==> config.mk <==
export PLATFORM = sky130hd
export DESIGN_NAME = solar_power_mode_sequencer_unit
export DESIGN_NICKNAME = d
export VERILOG_FILES = /design/src/rtl/spms_pkg.sv /design/src/rtl/solar_power_mode_sequencer_unit.sv
export VERILOG_INCLUDE_DIRS = /design/src /design/src/rtl
export SDC_FILE = /design/constraint.sdc
export NUM_CORES = 1
export LEC_CHECK = 0
export BUFFER_PORTS_ARGS = -buffer_cell sky130_fd_sc_hd__buf_2
export CAP_MARGIN = 10
export CORE_MARGIN = 1.5
export CORE_UTILIZATION = 55
export CTS_CLUSTER_SIZE = 8
export DETAILED_ROUTE_END_ITERATION = 6
export PLACE_DENSITY = 0.75
export SLEW_MARGIN = 20
export SYNTH_ARGS = -nofsm -noshare
export SYNTH_HDL_FRONTEND = slang
export SYNTH_SLANG_ARGS = --single-unit
export TNS_END_PERCENT = 1
==> constraint.sdc <==
create_clock -name clk_i -period 4.4 [get_ports clk_i]
set_input_delay 0.88 -clock clk_i [delete_from_list [all_inputs] [get_ports clk_i]]
set_output_delay 0.88 -clock clk_i [all_outputs]
set_load 0.01 [all_outputs]
==> src/rtl/assert_macros.svh <==
// Assertion macros for the solar power mode sequencer RTL.
// Standalone header; no dependencies.
`ifndef ASSERT_MACROS_SVH
`define ASSERT_MACROS_SVH
`ifndef SYNTHESIS
`define SPMS_ASSERT(lbl, clk, rstn, prop) \
  lbl: assert property (@(posedge clk) disable iff (!(rstn)) prop) \
    else $error("spms assertion failed");
`define SPMS_ASSERT_RST(lbl, clk, prop) \
  lbl: assert property (@(posedge clk) prop) \
    else $error("spms reset assertion failed");
`else
`define SPMS_ASSERT(lbl, clk, rstn, prop)
`define SPMS_ASSERT_RST(lbl, clk, prop)
`endif
`endif

==> src/rtl/spms_pkg.sv <==
// Package for the solar power mode sequencer: widths, mode type,
// register indexes and reset values. No dependencies.
package spms_pkg;

  localparam int unsigned ValW     = 16;
  localparam int unsigned CfgIdxW  = 3;
  localparam int unsigned InDataW  = 24;
  localparam int unsigned OutDataW = 24;

  typedef enum logic [1:0] {
    MODE_ACTIVE  = 2'd0,
    MODE_SLEEP   = 2'd1,
    MODE_UNDERV  = 2'd2
  } mode_e;

  typedef enum logic [CfgIdxW-1:0] {
    CFG_FAST_SLEEP  = 3'd0,
    CFG_SLOW_SLEEP  = 3'd1,
    CFG_SLOW_THRESH = 3'd2,
    CFG_LOCKOUT     = 3'd3,
    CFG_RECOVER     = 3'd4,
    CFG_TIMEOUT     = 3'd5
  } cfg_idx_e;

  localparam logic [ValW-1:0] FastSleepRst  = 16'd50;
  localparam logic [ValW-1:0] SlowSleepRst  = 16'd225;
  localparam logic [ValW-1:0] SlowThreshRst = 16'd7000;
  localparam logic [ValW-1:0] LockoutRst    = 16'd4000;
  localparam logic [ValW-1:0] RecoverRst    = 16'd4500;
  localparam logic [ValW-1:0] TimeoutRst    = 16'd120;
  localparam logic [ValW-1:0] CountMax      = 16'hFFFF;

endpackage

==> src/rtl/solar_power_mode_sequencer_unit.sv <==
// Solar power mode sequencer: one tick per input transfer, one result per tick.
// Depends on spms_pkg and assert_macros.svh.
//
// channel   dir  handshake                       payload
// s_axis    in   s_axis_tvalid_i/s_axis_tready_o s_axis_tdata_i (tick sample)
// m_axis    out  m_axis_tvalid_o/m_axis_tready_i m_axis_tdata_o (mode result)
// cfg       in   cfg_valid_i/cfg_ready_o         cfg_index_i, cfg_data_i
//
// One tick per cycle while ready; its result is in the output register next cycle.
// State and result are updated together at the accepting edge.
// s_axis_tready_o is high while the output register is empty or being drained.
// Reset loads the default register values, mode active, power off, counters zero.
`include "assert_macros.svh"
module solar_power_mode_sequencer_unit (
  input  logic                           clk_i,
  input  logic                           rst_ni,
  input  logic                           s_axis_tvalid_i,
  output logic                           s_axis_tready_o,
  // [15:0] voltage_mv, [16] shutdown_request, [17] hold_request, [23:18] zero
  input  logic [spms_pkg::InDataW-1:0]   s_axis_tdata_i,
  output logic                           m_axis_tvalid_o,
  input  logic                           m_axis_tready_i,
  // [0] power_on, [2:1] mode, [18:3] sleep_left, [19] hold, [23:20] zero
  output logic [spms_pkg::OutDataW-1:0]  m_axis_tdata_o,
  input  logic                           cfg_valid_i,
  output logic                           cfg_ready_o,
  input  logic [spms_pkg::CfgIdxW-1:0]   cfg_index_i,
  input  logic [spms_pkg::ValW-1:0]      cfg_data_i
);
  import spms_pkg::*;

  logic [ValW-1:0] fast_q, slow_q, thresh_q, lockout_q, recover_q, timeout_q;
  mode_e           mode_q, mode_d;
  logic [ValW-1:0] count_q, count_d;
  logic [ValW-1:0] sleep_q, sleep_d;
  logic            hold_q, hold_d;
  logic            power_q, power_d;
  logic            ovalid_q;
  logic [OutDataW-1:0] odata_q;

  logic            s_xfer;
  logic [ValW-1:0] volt;
  logic            shut, hold_req;
  mode_e           mode_pre;
  logic            hold_pre;

  assign volt     = s_axis_tdata_i[ValW-1:0];
  assign shut     = s_axis_tdata_i[ValW];
  assign hold_req = s_axis_tdata_i[ValW+1];

  assign s_axis_tready_o = !ovalid_q || m_axis_tready_i;
  assign s_xfer          = s_axis_tvalid_i && s_axis_tready_o;
  assign cfg_ready_o     = 1'b1;

  // next state
  always_comb begin
    mode_d   = mode_q;
    count_d  = count_q;
    sleep_d  = sleep_q;
    hold_d   = hold_q;
    power_d  = power_q;
    mode_pre = MODE_ACTIVE;
    hold_pre = hold_q | hold_req;
    if (sleep_q != '0) begin
      sleep_d = sleep_q - 1'b1;
      power_d = 1'b0;
    end else begin
      unique case (mode_q)
        MODE_SLEEP: mode_pre = MODE_SLEEP;
        MODE_UNDERV: mode_pre = MODE_UNDERV;
        default: mode_pre = MODE_ACTIVE;
      endcase
      if (volt < lockout_q) begin
        mode_pre = MODE_UNDERV;
      end
      if (shut && mode_pre == MODE_ACTIVE) begin
        mode_pre = MODE_SLEEP;
      end
      hold_d = hold_pre;
      mode_d = mode_pre;
      unique case (mode_pre)
        MODE_SLEEP: begin
          hold_d  = 1'b0;
          count_d = '0;
          power_d = 1'b0;
          sleep_d = (volt > thresh_q) ? fast_q : slow_q;
          mode_d  = MODE_ACTIVE;
        end
        MODE_UNDERV: begin
          if (volt > recover_q) begin
            mode_d = MODE_ACTIVE;
          end else begin
            power_d = 1'b0;
            sleep_d = fast_q;
          end
        end
        default: begin
          power_d = 1'b1;
          if (!hold_pre && count_q != CountMax) begin
            count_d = count_q + 1'b1;
          end
          if (timeout_q < count_d) begin
            mode_d = MODE_SLEEP;
          end
        end
      endcase
    end
  end

  // outputs
  assign m_axis_tvalid_o = ovalid_q;
  assign m_axis_tdata_o  = odata_q;

  always_ff @(posedge clk_i or negedge rst_ni) begin
    if (!rst_ni) begin
      mode_q   <= MODE_ACTIVE;
      count_q  <= '0;
      sleep_q  <= '0;
      hold_q   <= 1'b0;
      power_q  <= 1'b0;
      ovalid_q <= 1'b0;
    end else begin
      if (s_xfer) begin
        mode_q   <= mode_d;
        count_q  <= count_d;
        sleep_q  <= sleep_d;
        hold_q   <= hold_d;
        power_q  <= power_d;
        ovalid_q <= 1'b1;
      end else if (m_axis_tready_i) begin
        ovalid_q <= 1'b0;
      end
    end
  end

  always_ff @(posedge clk_i) begin
    if (s_xfer) begin
      odata_q <= {{(OutDataW-ValW-4){1'b0}}, hold_d, sleep_d, mode_d, power_d};
    end
  end

  always_ff @(posedge clk_i or negedge rst_ni) begin
    if (!rst_ni) begin
      fast_q    <= FastSleepRst;
      slow_q    <= SlowSleepRst;
      thresh_q  <= SlowThreshRst;
      lockout_q <= LockoutRst;
      recover_q <= RecoverRst;
      timeout_q <= TimeoutRst;
    end else if (cfg_valid_i && cfg_ready_o) begin
      unique case (cfg_index_i)
        CFG_FAST_SLEEP:  fast_q    <= cfg_data_i;
        CFG_SLOW_SLEEP:  slow_q    <= cfg_data_i;
        CFG_SLOW_THRESH: thresh_q  <= cfg_data_i;
        CFG_LOCKOUT:     lockout_q <= cfg_data_i;
        CFG_RECOVER:     recover_q <= cfg_data_i;
        CFG_TIMEOUT:     timeout_q <= cfg_data_i;
        default: ;
      endcase
    end
  end

  `SPMS_ASSERT(a_sleep_dec, clk_i, rst_ni, s_xfer && sleep_q != '0 |=> sleep_q == $past(sleep_q) - 1'b1 && !m_axis_tdata_o[0])
  `SPMS_ASSERT(a_power_no_sleep, clk_i, rst_ni, m_axis_tvalid_o && m_axis_tdata_o[0] |-> m_axis_tdata_o[ValW+2:3] == '0)
  `SPMS_ASSERT(a_state_hold, clk_i, rst_ni, !s_xfer |=> $stable(mode_q) && $stable(sleep_q) && $stable(count_q))
  `SPMS_ASSERT(a_ready_empty, clk_i, rst_ni, !m_axis_tvalid_o |-> s_axis_tready_o)
  `SPMS_ASSERT(a_count_clear, clk_i, rst_ni, s_xfer && hold_d == 1'b0 && sleep_d != '0 && sleep_q == '0 && mode_d == MODE_ACTIVE && !power_d |=> count_q == '0 || !hold_q)

endmodule

==> results.toml, run 1 <==
[placement]
routabilityCongestion = 0.870
hpwl_um = 14800
placed_cell_area_um2 = 9610
port_buffers = 63

[synth]
synth_cell_types = 60
ys_ff_latch = 153
syn_area_um2 = 9040
synth_cells = 898
syn-mean-instance-area_um2 = 10.1
yosys_warnings = 0
synth_edf_count = 20
synthFlopType = "dfrtp_1"
synthArstFlopShare = 0.869
ys_seq_area_frac = 0.438

[cells_and_area]
n_antenna_cell = 0
fin_nets = 1075
area_growth_pct = 13.0
fin_area_um2 = 10200
regArea_um2 = 3970
fillers = 1318
multiInputGateArea_um2 = 4690
drive_above_1_share = 0.258

[worst_hold_path]
hp-class = "reg -> reg"

[die]
coreArea_um2 = 16000
die_y_um = 131
io_pins = 75
num_rows = 46
die_area_um2 = 17200
die_x_um = 131
start_util = 0.565

[power]
p_seq_frac = 0.422
p_switching_mw = 1.50
pwr-share-clk = 0.301
finalPower_mw = 4.71
swShare = 0.318
ir_drop_uv = 319
p_int_mw = 3.21
p_leak_nw = 4.44
combPwrFrac = 0.277
powerDensity_nw_per_um2 = 461

[global_routing]
grt.total_usage = 0.246
antenna_found_initial = 0
grt_pass1_wl_um = 33900
overflow = 0
grt_max_degree = 109
grt_pass1_vias = 6864

[timing]
fin_crit_ns = 3.86
timing.fmax_mhz = 259
final-setup-viol-count = 0
period_share = 0.877
maxSlewViolCount = 0
final.setup.tns_ns = 0
skew_ns = 0.00690
tightest_slew_ns = 1.03
hold_violations = 0
slew_headroom = 0.312
holdWs_ns = 0.490
rsz0062_at_grt = "false"

[worst_setup_path]
crit_type = "reg -> reg"
crit_fanout = 7
regToRegSetupSlack_ns = 0.54
arrival_ns = 4.03
required_ns = 4.57
crit_path_start_kind = "flip-flop"
endpoint_kind = "flip-flop"

[clocking]
h-tree-depth = 4
cts_tree = "yes"
clk_pin_slew_ns = 0.06
cts_sinks = 153
worstSkewPairLatency_ns = 0.42
cts_made_buffers = 17
cts.path.max_buffers = 2
cts_root_buffer = "clkbuf_16"

[route]
vias_per_cell = 5.77
drt_iter0_markers = 478
drt-pass1-iter-count = 5
num_vias = 6856
ant_nets = 0
wl_um = 20500
wl_per_cell_um = 17.3
drc = 0

[flow_run]
max-cap-violations = 0

[outcome]
status = "completed"
==> power by group through the flow <==
stage                     clock [mW]  combinational, mW  sequential (mW)
after floorplan                    0              0.972             1.93
after global placement             0               1.24             1.99
after detailed placement           0               1.29             2.00
after CTS                       1.44               1.30             1.98
after global routing            1.49               1.46             2.02
final                           1.42               1.31             1.98
==> state kept, by name (all words and copies together), names as in the netlist <==
name             count
count_q             16
fast_q              16
hold_q               1
lockout_q           16
m_axis_tdata_o      20
m_axis_tvalid_o      1
mode_q               2
power_q              1
recover_q           16
sleep_q             16
slow_q              16
thresh_q            16
timeout_q           16
==> critical path, cell delays in order (launching register included) <==
cell and delay, ns:
dfrtp_1 0.45, nand3_1 0.12, or2_1 0.28, o41ai_4 0.32, buf_4 0.20, nor3_2 0.06
and3_1 0.22, and3_1 0.23, xnor2_1 0.13, ha_1 0.30, a21o_1 0.16, a21o_1 0.17
a21oi_1 0.14, o2111ai_1 0.12, nor3_1 0.31, a211oi_1 0.11, mux2_2 0.28
==> layout by cell type, fill, tap and decap left out, types with 15 or more instances in the layout <==
| cell | n |
|---|---|
| dfrtp_1 | 104 |
| mux2_2 | 85 |
| nand2_1 | 81 |
| o21ai_0 | 68 |
| ha_1 | 68 |
| inv_1 | 62 |
| buf_2 | 62 |
| nor2_1 | 46 |
| a21oi_1 | 43 |
| dfstp_2 | 29 |
| nand3_1 | 28 |
| edfxtp_1 | 20 |
| buf_4 | 20 |
| clkbuf_16 | 17 |
| nand4_1 | 16 |
| mux2i_1 | 16 |
| xnor2_1 | 15 |
==> synthesized netlist by cell type, types with 5 or more instances <==
library cell	number	area [um2]
nor3_2	6	60.1
mux2_2	85	957
nand3_1	28	140
inv_1	62	233
nor2_1	47	176
a31oi_1	10	62.6
nand2b_1	7	43.8
a211oi_1	5	37.5
buf_2	5	25.0
dfstp_2	29	762
and3_1	5	31.3
o21ai_1	12	60.1
xnor2_1	15	131
clkbuf_1	29	109
a22oi_1	10	75.1
nor3_1	9	45.0
nand2_1	81	304
nor2b_1	12	75.1
o22ai_1	6	37.5
a21o_1	8	60.1
o21bai_1	8	60.1
dfrtp_1	104	2600
edfxtp_1	20	601
o21ai_0	68	340
xor2_1	13	114
nand4_1	16	100
o211ai_1	7	52.6
nor4_1	7	43.8
buf_4	6	45.0
or4_1	5	37.5
ha_1	68	851
mux2i_1	16	160
a21oi_1	43	215
==> kinds of logic after synthesis <==
| group | synth area share |
|---|---|
| AO/OA/AOI/OAI | 0.131 |
| flip-flops | 0.438 |
| multiplexers | 0.124 |
| XOR/XNOR | 0.0271 |
| adder cells (fa/ha/maj) | 0.0941 |
| AND/OR/NAND/NOR | 0.135 |
| buffers and inverters | 0.0501 |
| other | 0.000830 |
==> layer usage <==
metal  wire length [um]  up-vias  track usage  part of all wire
met5                  0        -            0                 0
met4                316        0       0.0762             0.015
met3               1160       29       0.0478             0.056
met2               9730      187        0.400              0.47
met1               9290     3329        0.333              0.45
li1                   -     3311            -                 -
==> through the flow <==
stage / util / cells / worst slack, ns
2_1_floorplan: - / 901 / 0.695
3_3_place_gp: 0.600 / 1152 / 0.306
3_5_place_dp: 0.600 / 1152 / 0.290
4_1_cts: 0.636 / 1184 / 0.310
5_1_grt: 0.639 / 1188 / 0.268
6_report: 0.639 / 1188 / 0.540
==> worst paths after layout <==
path                       depth (start not counted)  startpoint           endpoint
hold / removal                                     2     power_q            power_q
setup reg to reg                                  16  count_q[5]  m_axis_tdata_o[2]
hold reg to reg                                    2     power_q            power_q
setup / recovery                                  16  count_q[5]  m_axis_tdata_o[2]
min in group asynchronous                          1      rst_ni        count_q[10]
max in group asynchronous                          2      rst_ni        thresh_q[3]
==> layout make-up <==
class,count,area share
clock buffer,23,0.0478
tap,216,0.0265
timing repair buffer,84,0.0475
sequential,153,0.388
inverter,62,0.0228
multi-input combinational,641,0.459
clock inverter,9,0.00857
==> repair_timing <==
action / in CTS / in global routing
endpoints found under the setup margin: 0 / 1
resized for setup: 0 / 0
setup buffers: 0 / 3
hold buffers: 0 / 0
No activity file was read; power rests on OpenSTA's default activity.
==> inputs of run 2 (changes only) <==
Settings changed: ABC_AREA from default to 1.
==> results.toml, run 2 <==
[power]
finalPower_mw = 6.37
p_leak_nw = 5.04
ir_drop_uv = 358
powerDensity_nw_per_um2 = 644

[cells_and_area]
drive_above_1_share = 0.147
fin_area_um2 = 9890
multiInputGateArea_um2 = 4100
fin_nets = 1251
n_antenna_cell = 0
finalNonFillerCells = 1364
final_common_cell = "nand2_1"
area_growth_pct = 11.8
regArea_um2 = 3970
largest_reg_flops = 20
final_cell_mix = "302 x nand2_1, 147 x inv_1, 124 x o21ai_0"
fillers = 1387

[placement]
placed_cells = 1332
port_buffers = 63
placed_cell_area_um2 = 9270
routabilityCongestion = 0.877
hpwl_um = 14900

[timing]
maxSlewViolCount = 0
slew_headroom = 0.338
timing.fmax_mhz = 297
tightest_slew_ns = 0.990
holdWs_ns = 0.486
final-setup-viol-count = 0
skew_ns = 0.00705
rsz0062_at_grt = "false"
fin_crit_ns = 3.37
period_share = 0.766
final.setup.tns_ns = 0
hold_violations = 0

[synth]
ys_seq_area_frac = 0.449
syn-mean-instance-area_um2 = 8.13
ys_ff_latch = 153
syn_area_um2 = 8840
synth_cell_types = 44
yosys.area.top_type = "dfrtp_1"
synth_top_cell_area_share = 0.294
synthArstFlopShare = 0.869
yosys_warnings = 0
synth_cells = 1087
synth_edf_count = 20
ys_top_cells_by_count = "302 x nand2_1, 147 x inv_1, 124 x o21ai_0, 104 x dfrtp_1, 68 x ha_1"
yosysMostFrequentCell = "nand2_1"
synthFlopType = "dfrtp_1"
yosys-top-cells-area = "dfrtp_1 29%, nand2_1 13%, ha_1 9.6%"

[clocking]
clk_pin_slew_ns = 0.06
cts_root_buffer = "clkbuf_16"
hold_buffers = 0
worstSkewPairLatency_ns = 0.43
cts_tree = "yes"
cts_made_buffers = 17
ctsResizeCount = 0
cts_sinks = 153
cts.path.max_buffers = 2
h-tree-depth = 4
postCtsSetupRepairBufs = 0

[worst_setup_path]
crit_path_start_kind = "primary input"
arrival_ns = 3.56
crit_type = "in -> reg"
required_ns = 4.58
crit_fanout = 13
endpoint_kind = "flip-flop"

[worst_hold_path]
hp-class = "reg -> reg"

[route]
drc = 0
num_vias = 7302
wl_per_cell_um = 15.1
wl_um = 20600
ant_nets = 0
drt-pass1-iter-count = 6
drt_iter0_markers = 594
vias_per_cell = 5.35

[global_routing]
overflow = 0
grt.total_usage = 0.261
grt_pass1_wl_um = 33900
grt_max_degree = 79
antenna_found_initial = 0
grt_pass1_vias = 7027

[die]
io_pins = 75
num_rows = 46
die_area_um2 = 16800
die_x_um = 130
start_util = 0.560
die_y_um = 130
coreArea_um2 = 15800

[outcome]
status = "completed"

[flow_run]
max-cap-violations = 0
-- run 2: cell types whose count changed after synthesis, sizes merged, moves of 12 or more --
cell / previous run / this run
nand2: 81 / 312
inv: 62 / 154
mux2: 85 / 0
o21ai: 80 / 134
nand3: 28 / 57
mux2i: 16 / 0
xnor2: 15 / 0
nor2b: 12 / 0
-- run 2: kinds of logic after synthesis --
logic type | count (synthesis) | synth area share
xor gates and xnor gates | 22 | 0.0218
AOI/OAI and AO/OA | 210 | 0.127
DFF | 153 | 0.449
adders and majority gates | 69 | 0.0974
other | 2 | 0.000850
buffers and inverters | 197 | 0.0899
and+or+nand+nor | 434 | 0.215
-- run 2: area by class of cell --
cell class / count / area share
clock inverter: 7 / 0.0114
sequential: 153 / 0.401
multi-input combinational: 740 / 0.415
timing repair buffer: 69 / 0.0367
clock buffer: 25 / 0.0502
tap: 216 / 0.0273
inverter: 154 / 0.0585
-- run 2: power by group --
group / internal [mW] / leakage [nW] / switching, mW
clock network: 0.954 / 0.296 / 0.567
logic: 0.986 / 2.98 / 1.71
registers: 1.87 / 1.76 / 0.287
-- run 2: critical path, cell delays in order --
cell      delay [ns]
buf_2           0.13
ha_1            0.28
a21boi_0        0.12
o211ai_1        0.19
a21oi_1         0.12
o21ai_0         0.18
nand3_1         0.23
nand2_1         0.19
inv_1           0.08
ha_1            0.36
inv_1           0.39
nor2_1          0.10
nand2_1         0.11
nand2_1         0.05
nand2_1         0.07
nand2_2         0.05
-- run 2: path summary, 6_finish.rpt --
check                      slack [ns]              start  cells past startpoint                 to
min in group asynchronous        0.61             rst_ni                      1        thresh_q[0]
min                              0.49        thresh_q[1]                      2        thresh_q[1]
max                              1.03  s_axis_tdata_i[1]                     16  m_axis_tdata_o[1]
max in group asynchronous        2.80             rst_ni                      2      lockout_q[10]
min reg2reg                      0.49        thresh_q[1]                      2        thresh_q[1]
max reg2reg                      1.07       lockout_q[9]                     17  m_axis_tdata_o[1]
-- run 2: through the flow --
stage	setup WS, ns	util
5_1_grt	0.727	0.627
6_report	1.03	0.627
2_1_floorplan	1.28	-
3_3_place_gp	0.683	0.588
3_5_place_dp	0.619	0.588
4_1_cts	1.03	0.626
-- run 2: layer usage --
metal / routed length (um) / GRT usage / vias up
met5: 0 / 0 / -
met4: 461 / 0.0869 / 0
met1: 9120 / 0.332 / 3511
met3: 838 / 0.0504 / 38
li1: - / - / 3604
met2: 10200 / 0.448 / 149
